--- src/hdl/sync_marker_bit_deframer_defines.svh ---
// Assertion macros shared by the deframer RTL.
`ifndef SYNC_MARKER_BIT_DEFRAMER_DEFINES_SVH
`define SYNC_MARKER_BIT_DEFRAMER_DEFINES_SVH

`ifndef NO_ASSERTIONS

// Property must hold at every clock edge outside reset.
`define SMD_ASSERT(lbl, clk, rst_n, prop, msg) \
	lbl: assert property (@(posedge clk) disable iff (!rst_n) (prop)) else $error(msg);

// When the trigger holds, the consequence must hold at the same edge.
`define SMD_ASSERT_IMPL(lbl, clk, rst_n, trig, cons, msg) \
	lbl: assert property (@(posedge clk) disable iff (!rst_n) (trig) |-> (cons)) \
		else $error(msg);

`else

`define SMD_ASSERT(lbl, clk, rst_n, prop, msg)
`define SMD_ASSERT_IMPL(lbl, clk, rst_n, trig, cons, msg)

`endif

`endif

--- src/hdl/smd_pkg.sv ---
// Package of types, constants and helper functions for the sync marker deframer.
package smd_pkg;

	localparam int unsigned PatternWidth = 64;
	localparam int unsigned CountWidth   = 19;
	localparam int unsigned FillWidth    = 16;
	localparam int unsigned ErrWidth     = 7;

	localparam logic [63:0] SyncPatternReset   = 64'h0218_a7a3_92dd_9abf;
	localparam logic [3:0]  SyncBytesReset     = 4'd8;
	localparam logic [5:0]  MaxMismatchesReset = 6'd9;
	localparam logic [15:0] FrameBytesReset    = 16'd15210;

	// Configuration register indexes.
	typedef enum logic [1:0] {
		CFG_SYNC_PATTERN   = 2'd0,
		CFG_SYNC_BYTES     = 2'd1,
		CFG_MAX_MISMATCHES = 2'd2,
		CFG_FRAME_BYTES    = 2'd3
	} cfg_index_t;

	// Result kinds.
	typedef enum logic {
		KIND_DATA = 1'b0,
		KIND_FILL = 1'b1
	} kind_t;

	// Results caused by one bit: header bytes, then an optional byte, then an
	// optional zero-fill record.
	typedef struct packed {
		logic [3:0]           hdr_cnt;
		logic                 has_byte;
		logic [7:0]           data_val;
		logic                 byte_end;
		logic                 has_fill;
		logic [FillWidth-1:0] fill;
	} desc_t;

	function automatic logic [ErrWidth-1:0] popcount64(input logic [PatternWidth-1:0] v);
		logic [ErrWidth-1:0] acc;
		acc = '0;
		for (int i = 0; i < PatternWidth; i++) begin
			acc = acc + ErrWidth'(v[i]);
		end
		return acc;
	endfunction

endpackage

--- src/hdl/sync_marker_bit_deframer.sv ---
// Sync marker frame synchronizer that turns a serial bit stream into frame bytes.
// Path: stage 1 registers the bit; its results pass the result buffer and the output register.
// Throughput: one bit per cycle; the header burst of up to nine results drains at
// one result per cycle, unless stalled, from a one-entry result buffer, stalling
// the bit input only when a later bit also produces results before that buffer empties.
// Reset: control and frame state clear at once, registers load their defaults.
module sync_marker_bit_deframer (
	input  logic        clk,
	input  logic        arst_n,
	input  logic        cfg_wr_en,
	input  logic [1:0]  cfg_index,
	input  logic [63:0] cfg_data,
	input  logic        bit_valid,
	output logic        bit_stall,
	input  logic        data_bit,
	output logic        result_valid,
	input  logic        result_stall,
	output logic        kind,
	output logic [7:0]  data_byte,
	output logic [15:0] fill_zero_bytes,
	output logic        frame_end,
	output logic        cut_short
);

`include "sync_marker_bit_deframer_defines.svh"

	// Configuration registers.
	logic [63:0] sync_pattern_q;
	logic [3:0]  sync_bytes_q;
	logic [5:0]  max_mismatches_q;
	logic [15:0] frame_bytes_q;

	// The window shifts as each bit is accepted, so together with the stage 1
	// valid and bit it forms the input register of the processing stage.
	logic [63:0] sync_window_q;
	logic        valid_s1;
	logic        bit_s1;

	// Frame state.
	logic                              in_frame_q;
	logic [smd_pkg::CountWidth-1:0]    frame_bit_count_q;
	logic [7:0]                        byte_acc_q;
	logic [2:0]                        bits_in_byte_q;

	// Result buffer and output register.
	smd_pkg::desc_t desc_q;
	logic           result_valid_q;

	// Effective marker and frame lengths. A zero marker length acts as one byte
	// and anything above eight as eight; a frame not longer than the marker
	// gets one byte of payload.
	logic [3:0]                        sb;
	logic [15:0]                       fb;
	logic [smd_pkg::CountWidth-1:0]    fbits;
	logic [6:0]                        sb_bits;
	logic [63:0]                       mask;
	logic [smd_pkg::ErrWidth-1:0]      errs;
	logic                              match;

	always_comb begin
		priority if (sync_bytes_q == 4'd0) begin
			sb = 4'd1;
		end else if (sync_bytes_q > 4'd8) begin
			sb = 4'd8;
		end else begin
			sb = sync_bytes_q;
		end
		fb      = (frame_bytes_q <= {12'b0, sb}) ? ({12'b0, sb} + 16'd1) : frame_bytes_q;
		fbits   = {fb, 3'b000};
		sb_bits = {sb, 3'b000};
		for (int i = 0; i < 64; i++) begin
			mask[i] = (7'(i) < sb_bits);
		end
		errs  = smd_pkg::popcount64((sync_window_q ^ sync_pattern_q) & mask);
		match = (errs <= {1'b0, max_mismatches_q});
	end

	// Processing of the bit in stage 1: next frame state and the results it causes.
	logic                              in_frame_d;
	logic [smd_pkg::CountWidth-1:0]    frame_bit_count_d;
	logic [7:0]                        byte_acc_d;
	logic [2:0]                        bits_in_byte_d;
	smd_pkg::desc_t                    desc_new;

	logic [smd_pkg::CountWidth-1:0]    cnt0;
	logic [7:0]                        acc0;
	logic [2:0]                        bib0;
	logic [7:0]                        acc1;
	logic [3:0]                        bib1;
	logic [smd_pkg::CountWidth-1:0]    cnt1;
	logic [smd_pkg::CountWidth-1:0]    used;
	logic [smd_pkg::CountWidth-1:0]    missing;
	logic                              frame_done;

	always_comb begin
		in_frame_d        = in_frame_q;
		frame_bit_count_d = frame_bit_count_q;
		byte_acc_d        = byte_acc_q;
		bits_in_byte_d    = bits_in_byte_q;
		desc_new          = '0;

		// The first frame bit first places the clean header.
		if (frame_bit_count_q == '0) begin
			cnt0 = {12'b0, sb_bits};
			acc0 = 8'd0;
			bib0 = 3'd0;
		end else begin
			cnt0 = frame_bit_count_q;
			acc0 = byte_acc_q;
			bib0 = bits_in_byte_q;
		end
		acc1       = {acc0[6:0], bit_s1};
		bib1       = {1'b0, bib0} + 4'd1;
		cnt1       = cnt0 + 19'd1;
		frame_done = (cnt1 >= fbits);
		used       = cnt0 + ((bib0 != 3'd0) ? (19'd8 - {16'b0, bib0}) : 19'd0);
		missing    = (used < fbits) ? (fbits - used) : '0;

		if (!in_frame_q) begin
			if (match) begin
				in_frame_d = 1'b1;
			end
		end else begin
			desc_new.hdr_cnt = (frame_bit_count_q == '0) ? sb : 4'd0;
			if (match) begin
				// A marker inside the frame cuts it short; the marker bit is dropped.
				desc_new.has_byte = (bib0 != 3'd0);
				desc_new.data_val = acc0 << (4'd8 - {1'b0, bib0});
				desc_new.has_fill = 1'b1;
				desc_new.fill     = missing[smd_pkg::CountWidth-1:3];
				frame_bit_count_d = '0;
				byte_acc_d        = 8'd0;
				bits_in_byte_d    = 3'd0;
			end else begin
				if (bib1 == 4'd8) begin
					desc_new.has_byte = 1'b1;
					desc_new.data_val = acc1;
					desc_new.byte_end = frame_done;
				end else if (frame_done) begin
					// Short last byte goes out zero padded.
					desc_new.has_byte = 1'b1;
					desc_new.data_val = acc1 << (4'd8 - bib1);
					desc_new.byte_end = 1'b1;
				end
				if (frame_done) begin
					in_frame_d        = 1'b0;
					frame_bit_count_d = '0;
					byte_acc_d        = 8'd0;
					bits_in_byte_d    = 3'd0;
				end else begin
					frame_bit_count_d = cnt1;
					byte_acc_d        = (bib1 == 4'd8) ? 8'd0 : acc1;
					bits_in_byte_d    = bib1[2:0];
				end
			end
		end
	end

	// Result buffer sequencing: header bytes from the top down, then the data
	// byte, then the zero-fill record.
	logic       pending;
	logic       last_item;
	logic       out_load;
	logic       slot_free;
	logic       new_empty;
	logic       adv_s1;
	logic       accept;
	logic       push;
	logic [2:0] hdr_idx;
	logic       item_kind;
	logic [7:0] item_byte;
	logic [15:0] item_fill;
	logic       item_end;
	logic       item_cut;

	always_comb begin
		pending   = (desc_q.hdr_cnt != 4'd0) || desc_q.has_byte || desc_q.has_fill;
		last_item = ((desc_q.hdr_cnt == 4'd1) && !desc_q.has_byte && !desc_q.has_fill)
			|| ((desc_q.hdr_cnt == 4'd0) && !(desc_q.has_byte && desc_q.has_fill));
		out_load  = !result_valid_q || !result_stall;
		slot_free = !pending || (out_load && last_item);
		new_empty = (desc_new.hdr_cnt == 4'd0) && !desc_new.has_byte && !desc_new.has_fill;
		adv_s1    = valid_s1 && (new_empty || slot_free);
		push      = adv_s1 && !new_empty;
		bit_stall = valid_s1 && !adv_s1;
		accept    = bit_valid && !bit_stall;

		hdr_idx   = 3'(desc_q.hdr_cnt - 4'd1);
		item_kind = smd_pkg::KIND_DATA;
		item_byte = 8'd0;
		item_fill = 16'd0;
		item_end  = 1'b0;
		item_cut  = 1'b0;
		priority if (desc_q.hdr_cnt != 4'd0) begin
			item_byte = sync_pattern_q[{hdr_idx, 3'b000} +: 8];
		end else if (desc_q.has_byte) begin
			item_byte = desc_q.data_val;
			item_end  = desc_q.byte_end;
		end else begin
			item_kind = smd_pkg::KIND_FILL;
			item_fill = desc_q.fill;
			item_end  = 1'b1;
			item_cut  = 1'b1;
		end
	end

	always_ff @(posedge clk or negedge arst_n) begin
		if (!arst_n) begin
			sync_pattern_q    <= smd_pkg::SyncPatternReset;
			sync_bytes_q      <= smd_pkg::SyncBytesReset;
			max_mismatches_q  <= smd_pkg::MaxMismatchesReset;
			frame_bytes_q     <= smd_pkg::FrameBytesReset;
			sync_window_q     <= '0;
			valid_s1          <= 1'b0;
			bit_s1            <= 1'b0;
			in_frame_q        <= 1'b0;
			frame_bit_count_q <= '0;
			byte_acc_q        <= 8'd0;
			bits_in_byte_q    <= 3'd0;
			desc_q            <= '0;
			result_valid_q    <= 1'b0;
		end else begin
			if (cfg_wr_en) begin
				unique case (smd_pkg::cfg_index_t'(cfg_index))
					smd_pkg::CFG_SYNC_PATTERN:   sync_pattern_q   <= cfg_data;
					smd_pkg::CFG_SYNC_BYTES:     sync_bytes_q     <= cfg_data[3:0];
					smd_pkg::CFG_MAX_MISMATCHES: max_mismatches_q <= cfg_data[5:0];
					smd_pkg::CFG_FRAME_BYTES:    frame_bytes_q    <= cfg_data[15:0];
					default: ;
				endcase
			end

			if (accept) begin
				sync_window_q <= {sync_window_q[62:0], data_bit};
				bit_s1        <= data_bit;
				valid_s1      <= 1'b1;
			end else if (adv_s1) begin
				valid_s1 <= 1'b0;
			end

			if (adv_s1) begin
				in_frame_q        <= in_frame_d;
				frame_bit_count_q <= frame_bit_count_d;
				byte_acc_q        <= byte_acc_d;
				bits_in_byte_q    <= bits_in_byte_d;
			end

			if (push) begin
				desc_q <= desc_new;
			end else if (out_load && pending) begin
				priority if (desc_q.hdr_cnt != 4'd0) begin
					desc_q.hdr_cnt <= desc_q.hdr_cnt - 4'd1;
				end else if (desc_q.has_byte) begin
					desc_q.has_byte <= 1'b0;
				end else begin
					desc_q.has_fill <= 1'b0;
				end
			end

			if (out_load) begin
				result_valid_q <= pending;
			end
		end
	end

	// Output payload holds while stalled.
	always_ff @(posedge clk) begin
		if (out_load && pending) begin
			kind            <= item_kind;
			data_byte       <= item_byte;
			fill_zero_bytes <= item_fill;
			frame_end       <= item_end;
			cut_short       <= item_cut;
		end
	end

	assign result_valid = result_valid_q;

	`SMD_ASSERT(a_bits_track_count, clk, arst_n, bits_in_byte_q == frame_bit_count_q[2:0], "bit position out of step with frame bit count")
	`SMD_ASSERT_IMPL(a_search_clear, clk, arst_n, !in_frame_q, (frame_bit_count_q == '0) && (bits_in_byte_q == 3'd0), "frame state not cleared while searching")
	`SMD_ASSERT_IMPL(a_stall_needs_work, clk, arst_n, bit_stall, valid_s1 && pending, "input stalled without held work")
	`SMD_ASSERT_IMPL(a_fill_marks_cut, clk, arst_n, result_valid && kind, frame_end && cut_short && (data_byte == 8'd0), "fill result without cut frame end")
	`SMD_ASSERT(a_header_bound, clk, arst_n, desc_q.hdr_cnt <= 4'd8, "header count beyond marker length")

endmodule

--- config.mk ---
export PLATFORM = sky130hd
export DESIGN_NAME = sync_marker_bit_deframer
export DESIGN_NICKNAME = d
export VERILOG_FILES = /design/src/hdl/smd_pkg.sv /design/src/hdl/sync_marker_bit_deframer.sv
export VERILOG_INCLUDE_DIRS = /design/src /design/src/hdl
export SDC_FILE = /design/constraint.sdc
export NUM_CORES = 1
export LEC_CHECK = 0
export BUFFER_PORTS_ARGS = -buffer_cell sky130_fd_sc_hd__buf_2
export CAP_MARGIN = 20
export CORE_MARGIN = 2
export CORE_UTILIZATION = 50
export CTS_BUF_LIST = sky130_fd_sc_hd__clkbuf_4
export CTS_CLUSTER_SIZE = 10
export DETAILED_ROUTE_END_ITERATION = 16
export PLACE_DENSITY_LB_ADDON = 0.15
export REMOVE_ABC_BUFFERS = 1
export SYNTH_ARGS = -nofsm -noshare
export SYNTH_HDL_FRONTEND = slang
export SYNTH_SLANG_ARGS = --single-unit
--- constraint.sdc ---
create_clock -name clk -period 26.4 [get_ports clk]
set_input_delay 1.32 -clock clk [delete_from_list [all_inputs] [get_ports clk]]
set_output_delay 1.32 -clock clk [all_outputs]
set_load 0.02 [all_outputs]
==> results.yml <==
outcome:
  status: "finished, final reports clean"
sta:
  worstMarginPinSlew_ns: 1.17
  setup_viol: 0
  finalMaxSlewViolations: 0
  max_freq_mhz: 83.5
  min_period_ns: 11.97
  rsz0062_at_grt: "false"
  skew_ns: 0.0421
  hold_viol: 0
  fin_setup_tns_ns: 0
  relSlewSlack: 0.209
  fin_crit_sh: 0.453
placed_design:
  place.port_buffers: 100
  dp.cells: 1868
  routabilityCongestion: 0.942
  hpwlAfterDp_um: 30300
global_routing:
  grt_pass1_wl_um: 63600
  grt_usage: 0.250
  antenna_found_initial: 1
  overflow: 0
  grt_max_degree: 77
  grt_pass1_vias: 11300
synthesis:
  yosysWarnings: 0
  synth_edf_count: 26
  ys.flop_type: "dfrtp_1"
  synth_area_leaders: "dfrtp_1, dfstp_2, mux2_2, fa_1, ha_1"
  synthArstFlopShare: 0.893
  syn_inst: 1443
  ys_ff_latch: 244
  yosys.area.top_type: "dfrtp_1"
  synthesis.area_um2: 15600
  yosys-top-cells-count: "dfrtp_1, nand2_1, inv_1"
  synth_seq_area_share: 0.404
  ys_types: 73
  syn_area_per_cell_um2: 10.8
  netlist.area_leader.share: 0.279
  yosys.cell_count.top_type: "dfrtp_1"
clock_network:
  cts_resized: 0
  post-cts-setup-buffer-count: 0
  tritoncts: "built"
  root_buffer: "clkbuf_4"
  htree_levels: 3
  clkLatencyLatePin_ns: 0.70
  clock_path_buffers: 3
  cts_buffers: 69
  clk_pin_slew_ns: 0.06
  cts_hold_buffers: 0
  cts.sinks: 244
floorplanning:
  die_x_um: 181
  initial_core_util: 0.508
  chipHeight_um: 181
  ios: 101
  dieArea_um2: 32600
  rows: 64
  core_area_um2: 30700
route:
  drc: 0
  vias: 11300
  vias_per_cell: 5.66
  detail_route.wirelength_um: 39900
  drt_iter0_drc: 715
  ant_nets: 0
  wl_per_cell_um: 20.0
  detail_route.first_pass.iterations: 5
flow_run:
  maxCapViolations: 0
min_path:
  holdCritPathClass: "reg2reg"
setup_path:
  worst_ep_required_time_ns: 25.08
  slowest_stage: "dfstp_2"
  critPathMaxStageDelay_ns: 0.65
  path_buf_inv: 6
  worst_setup_path_end_kind: "primary output"
  path_delay_family: "adder cells"
  path_common_cell: "fa_1"
  arrival_ns: 10.65
  start_kind: "flip-flop"
  crit_type: "reg2out"
  critPathMaxFanout: 23
final_layout:
  post-route-util: 0.563
  fin_cells: 1994
  finalNetCount: 1740
  area_growth_pct: 10.9
  drive_gt1_frac: 0.257
cells in the final DEF, fill, tap and decap left out, drive strengths merged, types with 11 or more instances in the layout:
| cell type | instances |
|---|---|
| o21ai | 75 |
| and2 | 21 |
| dfstp | 44 |
| mux4 | 21 |
| nand3 | 28 |
| dfrtp | 174 |
| nor2 | 95 |
| xor2 | 41 |
| nand2 | 117 |
| mux2i | 16 |
| nor3 | 12 |
| edfxtp | 26 |
| fa | 55 |
| buf | 116 |
| o31ai | 42 |
| mux2 | 160 |
| inv | 103 |
| ha | 69 |
| xnor2 | 76 |
| nand4 | 12 |
| nor4 | 11 |
| clkbuf | 101 |
| a21oi | 58 |
| clkinv | 18 |
routing by layer:
layer	track usage	part of all wire
met4	0.0635	0.020
met2	0.382	0.45
met1	0.365	0.47
met5	0	0
met3	0.0497	0.060
worst min-delay path, cell delays in order, from the launching register on:
cell and delay (ns):
dfrtp_1 0.34, nand2_1 0.05, o31ai_1 0.05
area by class of cell:
type	instances	area, um2
fillers	2738	13400
multi-input cells	1010	8520
flip-flops and latches	244	6290
clock buffers	100	751
repair buffers	117	636
well taps	396	495
inverters	102	383
clock inverters	24	196
diodes	1	2.50
sequential cells by signal, indices dropped and copies added, names as in the netlist:
name and cells:
bits_in_byte_q 3, byte_acc_q 8, cut_short 1, data_byte 8, desc_q 31, fill_zero_bytes 16, frame_bit_count_q 19, frame_bytes_q 16
frame_end 1, in_frame_q 1, max_mismatches_q 6, result_valid 1, sync_bytes_q 4, sync_pattern_q 64, sync_window_q 64, valid_s1 1
kinds of logic after synthesis:
kind of cell	share of synthesized area
AOI/OAI and AO/OA	0.0967
xor gates and xnor gates	0.0658
adders and majority gates	0.126
buffers and inverters	0.0495
DFF	0.404
muxes	0.156
and+or+nand+nor	0.102
path summary, 6_finish.rpt:
check	from	endpoint	slack, ns	depth (start not counted)
max	sync_bytes_q[3]	bit_stall	14.43	33
min	desc_q[6]	desc_q[6]	0.47	2
max reg2reg	sync_bytes_q[3]	sync_window_q[1]	15.39	34
min reg2reg	desc_q[6]	desc_q[6]	0.47	2
max in group asynchronous	arst_n	sync_pattern_q[29]	24.38	2
min in group asynchronous	arst_n	desc_q[12]	0.62	1
stage by stage:
stage                     worst slack (ns)  area (um2)  hold slack [ns]
after floorplan                      15.52       15200            0.440
after global placement               15.36       16300            0.456
after detailed placement             15.16       16300            0.459
after CTS                            14.42       17300            0.473
after global routing                 13.71       17300            0.502
final                                14.43       17300            0.470
Power is not shown: default switching activity piles up to over one toggle a cycle in this logic, so the estimate is an artifact.
